===== config.mk =====
export PLATFORM = sky130hd
export DESIGN_NAME = sfdr_mul
export DESIGN_NICKNAME = d
export VERILOG_FILES = /design/src/rtl/core/sfdr_pkg.sv /design/src/rtl/core/sfdr_mul.sv
export SDC_FILE = /design/constraint.sdc
export NUM_CORES = 2
export LEC_CHECK = 0
export BUFFER_PORTS_ARGS = -buffer_cell sky130_fd_sc_hd__buf_4
export CAP_MARGIN = 20
export CORE_ASPECT_RATIO = 0.6
export CORE_MARGIN = 2
export CORE_UTILIZATION = 40
export DETAILED_ROUTE_END_ITERATION = 10
export PLACE_DENSITY = 0.6
export SYNTH_ARGS = -nofsm -noshare
export SYNTH_HDL_FRONTEND = slang
export SYNTH_SLANG_ARGS = --single-unit

===== constraint.sdc =====
create_clock -name clk -period 10.35 [get_ports clk]
set_clock_uncertainty 0.2 [all_clocks]
set_input_delay 0.5175 -clock clk [delete_from_list [all_inputs] [get_ports clk]]
set_output_delay 0.5175 -clock clk [all_outputs]
set_load 0.02 [all_outputs]

===== src/rtl/core/sfdr_pkg.sv =====
`default_nettype none
package sfdr_pkg;

	localparam int STORE_DEPTH = 32768;
	localparam int ADDR_W      = $clog2(STORE_DEPTH);
	localparam int LEN_W       = ADDR_W + 1;
	localparam int LEN_MIN     = 16;

	localparam int SINE_DEPTH  = 1024;
	localparam int SINE_W      = $clog2(SINE_DEPTH);
	localparam int QUARTER     = SINE_DEPTH / 4;
	localparam int QIDX_W      = $clog2(QUARTER + 1);

	localparam int SMP_W       = 24;
	localparam int COEF_W      = 25;
	localparam int MUL_W       = 27;
	localparam int PROD_W      = 2 * MUL_W;
	localparam int ST_W        = 42;
	localparam int CFG_IDX_W   = 2;
	localparam int CFG_W       = 32;

	localparam logic [COEF_W-1:0] Q24_ONE       = 25'd16777216;
	localparam logic [23:0]       FEEDBACK_Q24  = 24'd13421773;
	localparam logic [23:0]       ROT_Q24       = 24'd11507385;
	localparam logic [17:0]       LFO_RIGHT_Q24 = 18'd167772;
	localparam logic [31:0]       HALF_PI_Q30   = 32'd1686629713;
	localparam logic [31:0]       Q30_ONE       = 32'd1073741824;

	localparam logic [2:0] FIDX_LAST = 3'd5;
	localparam logic [1:0] ROT_LAST  = 2'd2;

	typedef logic [23:0] tap_arr_t [5];
	localparam tap_arr_t TAP_L = '{24'd0, 24'd2446118, 24'd4348654, 24'd6016175, 24'd6039798};
	localparam tap_arr_t TAP_R = '{24'd8388608, 24'd11227313, 24'd12468827, 24'd14067561,
		24'd14428406};

	typedef logic [6:0] tdiv_arr_t [5];
	localparam tdiv_arr_t TAYLOR_DIV = '{7'd110, 7'd72, 7'd42, 7'd20, 7'd6};

	typedef enum logic [CFG_IDX_W-1:0] {
		CFG_DELAY_LENGTH   = 2'd0,
		CFG_LOWPASS_COEFF  = 2'd1,
		CFG_HIGHPASS_COEFF = 2'd2,
		CFG_LFO_INCREMENT  = 2'd3
	} cfg_reg_t;

	typedef enum logic [5:0] {
		S_IDLE, S_AL_M, S_AR_M, S_AR_A, S_RD_R, S_RD_W,
		S_F_DIFF, S_F_LO, S_F_HI, S_F_ACC, S_WB_L, S_WB_R,
		S_LFO_PH, S_LFO_SN, S_LFO_CS, S_LFO_XR,
		S_R_MA, S_R_MB, S_R_AB, S_R_RA, S_R_RB, S_R_VB, S_R_M1, S_R_M2, S_R_W2,
		S_C_M1, S_C_P, S_C_M2, S_C_W, S_C_B, S_C_R1, S_C_R2, S_C_M3, S_C_WR,
		S_DONE
	} state_t;

	typedef struct packed {
		logic              we;
		logic [ADDR_W-1:0] addr;
		logic [SMP_W-1:0]  wdata;
	} mem_req_t;

	typedef logic [COEF_W-1:0] qtab_t [QUARTER+1];

	function automatic qtab_t build_qtab();
		qtab_t       tab;
		logic [63:0] x;
		logic [63:0] x2;
		logic [63:0] t;
		logic [63:0] s;
		for (int a = 0; a <= QUARTER; a++) begin
			x  = (64'(HALF_PI_Q30) * 64'(a)) / 64'(QUARTER);
			x2 = (x * x) >> 30;
			t  = 64'(Q30_ONE);
			for (int i = 0; i < 5; i++) begin
				t = 64'(Q30_ONE) - ((x2 * t) >> 30) / 64'(TAYLOR_DIV[i]);
			end
			s = (((x * t) >> 30) + 64'd32) >> 6;
			if (s > 64'(Q24_ONE)) begin
				s = 64'(Q24_ONE);
			end
			tab[a] = s[COEF_W-1:0];
		end
		return tab;
	endfunction

	localparam qtab_t QTAB = build_qtab();

	function automatic logic signed [SMP_W-1:0] sat24(logic signed [47:0] v);
		if (v > 48'sd8388607) begin
			return 24'sh7FFFFF;
		end else if (v < -48'sd8388608) begin
			return 24'sh800000;
		end
		return v[SMP_W-1:0];
	endfunction

	function automatic logic [ADDR_W-1:0] tap_addr(logic [LEN_W-1:0] off,
		logic [ADDR_W-1:0] wp, logic [LEN_W-1:0] len);
		logic [LEN_W-1:0] o;
		logic [LEN_W:0]   p;
		o = (off > len) ? len : off;
		p = {2'b00, wp} + {1'b0, len} - {1'b0, o};
		if (p >= {1'b0, len}) begin
			p = p - {1'b0, len};
		end
		return p[ADDR_W-1:0];
	endfunction

	function automatic logic [23:0] tap_c(logic side, logic [2:0] idx);
		return side ? TAP_R[idx] : TAP_L[idx];
	endfunction

endpackage
`default_nettype wire


===== src/rtl/core/sfdr_mul.sv =====
`default_nettype none
module sfdr_mul (
	input  logic                                 clk,
	input  logic signed [sfdr_pkg::MUL_W-1:0]    a,
	input  logic signed [sfdr_pkg::MUL_W-1:0]    b,
	output logic signed [sfdr_pkg::PROD_W-1:0]   p
);
	import sfdr_pkg::*;

	always_ff @(posedge clk) begin
		p <= a * b;
	end

endmodule
`default_nettype wire


==> impl_summary.md <==
Global route
In the global route stage, met3 resource usage came out at 0.143. The number of antenna violations at the first check in global routing is 2. In the global route stage, met1 resource usage came out at 0.390. In this run the most used layer during global routing was met1. For met2 alone, demand over resource in global routing was 0.278.

The via count of the first global-routing pass is 20000. Global routing finished with a remaining overflow of 0. The global-route wire length before repair is roughly 130000 µm. Across every metal layer, demand over resource in global routing totals 0.243. Entering global routing, the biggest net connects 28 pins.

Drt
In the final routed layout, each cell accounts on average for 21.2 µm. The detailed-router iteration count before antenna repair is 6. The number of design rule violations left after detail routing is 0. The overall routed net length is 81800 µm. In this run the remaining antenna-violating nets after routing total 0.

The starting DRC count in detailed routing is 1605. The total vias in the final route is 19100. Dividing the detail-routed via count by the number of cells gives roughly 5.0.

Worst setup path
The signal on the critical path passes through buf_4 > nand2_1 > inv_1 > fa_1 > fa_1 > fa_1 > ha_1 > inv_1 > fa_1 > inv_1 > fa_1 > inv_1 > fa_1 > inv_1 > ha_1 > nand4_1 > or2_2 > a2111oi_2 > a211oi_2 > a21oi_2 > nand4_1 > nand2_1 > xor2_1. STA puts the critical path data required time at 10.41 ns. By instance count, the cell type seen most on the critical path is sky130_fd_sc_hd__fa_1.

The critical path's top delay family is adder cells. The critical path arrival is slightly above 8 ns. Tracing the worst setup path back leads to its startpoint at b[0]. Of all nets on the critical path, the largest fanout is 27. The highest-delay cell along the critical path is sky130_fd_sc_hd__fa_1. The total buffers and inverters traversed by the critical path is 6. In this design, the stage delay of the slowest critical-path cell is 0.73 ns.

The endpoint kind of the worst setup timing path is a flop. STA classifies the critical path startpoint as a primary input. The critical path start-end classification is in2reg.

Place
Detailed placement finished with a half-perimeter wire length of 66500 µm. The total cell area at the placement stage is 29000 µm². Routability-driven placement finished with a final weighted congestion of approximately 0.9.

Including well taps, the total number of placed cells is 3845. The number of buffers added on ports is ~110.

Synth
After synthesis the cells add up to 27600 µm². The number of flops mapped to enable cells by yosys is 0. The share of the yosys chip area belonging to registers is 0.0391. Counting distinct cell types in the post-synthesis netlist gives 65. Yosys attributes the largest share of cell area to sky130_fd_sc_hd__fa_1, sky130_fd_sc_hd__inv_1, sky130_fd_sc_hd__ha_1. The post-synthesis register bit count is 54. The share of flip-flops with an asynchronous set or reset is 0. The proportion of netlist area held by the largest area contributor is 0.551. The cell type with the highest aggregate area in the netlist is sky130_fd_sc_hd__fa_1. The post-synthesis net count is 3943. The number of warnings printed during yosys synthesis is 0.

The mean area per synthesized cell is 9.31 µm². The most used flip-flop cell after synthesis is sky130_fd_sc_hd__dfxtp_1. Sorting the synthesized cells by how often they occur yields sky130_fd_sc_hd__inv_1, sky130_fd_sc_hd__fa_1, sky130_fd_sc_hd__nand2_1.

The cell count after synthesis is a little under 3000. By instance count, the leading cell after synthesis is sky130_fd_sc_hd__inv_1.

STA
Timing would allow up to 123 MHz. Headroom to the max-slew limit came out at 0.496. The final count of pins violating max slew was 0. The final count of negative-setup-slack endpoints is 0. The post-route clock period utilization is 0.784. Setup repair after global routing left no endpoint under its margin.

The measured slew at the worst slew-check pin is ~0.75 ns. Summed over all failing endpoints, the final setup total negative slack is 0 ns. The count of endpoints failing hold in the final timing report came to 0. The clock period minus final worst setup slack is approximately 8.1 ns.

Final layout
The total inserted antenna cells is 0. With fillers left out, the area of the finished cells amounts to 29200 µm². The register with the most flip-flops is p.

The non-filler instance count after layout is 3853. The filler cells instantiated in the layout total 6726. The synthesis-to-finish area growth is 5.53%. In the final layout, the registers with the most flip-flops are p (54). The number of nets in the finished design is 3914. For this run, the share of the core covered by cells in the final layout is 0.428. Of the cells placed in the final design, the portion with a size suffix greater than 1 is 0.0493. The register with the most flip-flops in the layout has between 50 and 60 of them.

Floorplan
For this configuration, the core starts out at a cell density of 0.405. For this design the top-level I/O count stands at 109. The die is roughly 210 µm tall. The floorplan has 74 rows. The region available for standard cell placement spans between 60000 and 70000 µm². The die boundary width is approximately 340 µm. The die footprint is 71300 µm².

Clock tree
After clock tree synthesis, the clock-pin slew on the worst setup and hold paths is around 0.090 ns. The number of buffers created by CTS is 5. The buffer type at the clock tree root is sky130_fd_sc_hd__clkbuf_16. The number of cells upsized or downsized after cts is 0. In this run, post-CTS hold repair placed 0 buffers. Clock tree synthesis found a total of 54 sinks.

The number of H-tree branching levels is 2. TritonCTS built the clock tree. The post-CTS setup-driven buffer insertion count is 0. The clock passes through at most 2 buffers.

Job
The number of maximum-capacitance constraint violations is 0.

Outcome
The flow ran to the end, and the final reports show no timing, DRC or antenna violations.

Min path
In this run the most critical hold path is launched from b[0]. The tightest min-delay check is of the in2reg type.
==> metal layers <==
layer  part of all wire  vias up  routed length, µm
met2               0.34      993              27900
met1               0.48     9734              39300
li1                   -     8327                  -
met4             0.0051        2                421
met3               0.17       32              14100
met5            0.00016        -                 13
==> cell families (layout without fill, tap and decap cells) <==
logic type      Yosys count  after routing  share of synthesized area
compound gates          155            155                     0.0427
fa+ha+maj               919            919                      0.623
buf+inv                 968            940                      0.134
xor+xnor                 57             57                     0.0181
flops                    54             54                     0.0391
simple gates            816            816                      0.143
==> through the flow <==
| stage | hold slack [ns] | worst slack [ns] |
|---|---|---|
| CTS | 0.409 | 2.15 |
| floorplan | 0.569 | 2.91 |
| finish | 0.435 | 2.23 |
| detailed placement | 0.728 | 1.83 |
| global route | 0.421 | 1.70 |
| global placement | 0.729 | 0.807 |
==> area by class of cell <==
cell class	instances	area [µm²]	area share
Sequential cell	54	1080	0.0371
Timing Repair Buffer	110	826	0.0283
Clock buffer	5	125	0.00429
Clock inverter	3	45.0	0.00154
Multi-Input combinational cell	1947	22900	0.784
Inverter	822	3090	0.106
Tap cell	912	1140	0.0391
==> worst paths after layout <==
| kind | end | slack (ns) | cells after the start |
|---|---|---|---|
| setup / recovery | p[51] | 2.23 | 23 |
| hold / removal | p[0] | 0.43 | 2 |
==> cells in the final DEF, fill, tap and decap left out, drive strengths merged, types with 3 or more instances in the layout <==
cell type | netlist | layout
and3 | 7 | 7
a2111oi | 4 | 4
o211ai | 4 | 4
and2 | 299 | 299
nand2b | 11 | 11
nor3 | 5 | 5
xor2 | 14 | 14
buf | 7 | 110
clkbuf | 138 | 5
fa | 761 | 761
a21o | 44 | 44
ha | 158 | 158
or2 | 3 | 3
a221oi | 3 | 3
and4 | 3 | 3
nor2 | 42 | 42
inv | 822 | 822
dfxtp | 54 | 54
xnor2 | 43 | 43
a211oi | 8 | 8
o21bai | 10 | 10
a31oi | 7 | 7
nand3 | 9 | 9
o21ai | 18 | 18
nand4 | 9 | 9
a21oi | 38 | 38
nand2 | 421 | 421
Power is not shown: default switching activity piles up to over one toggle a cycle in this logic, so the estimate is an artifact.
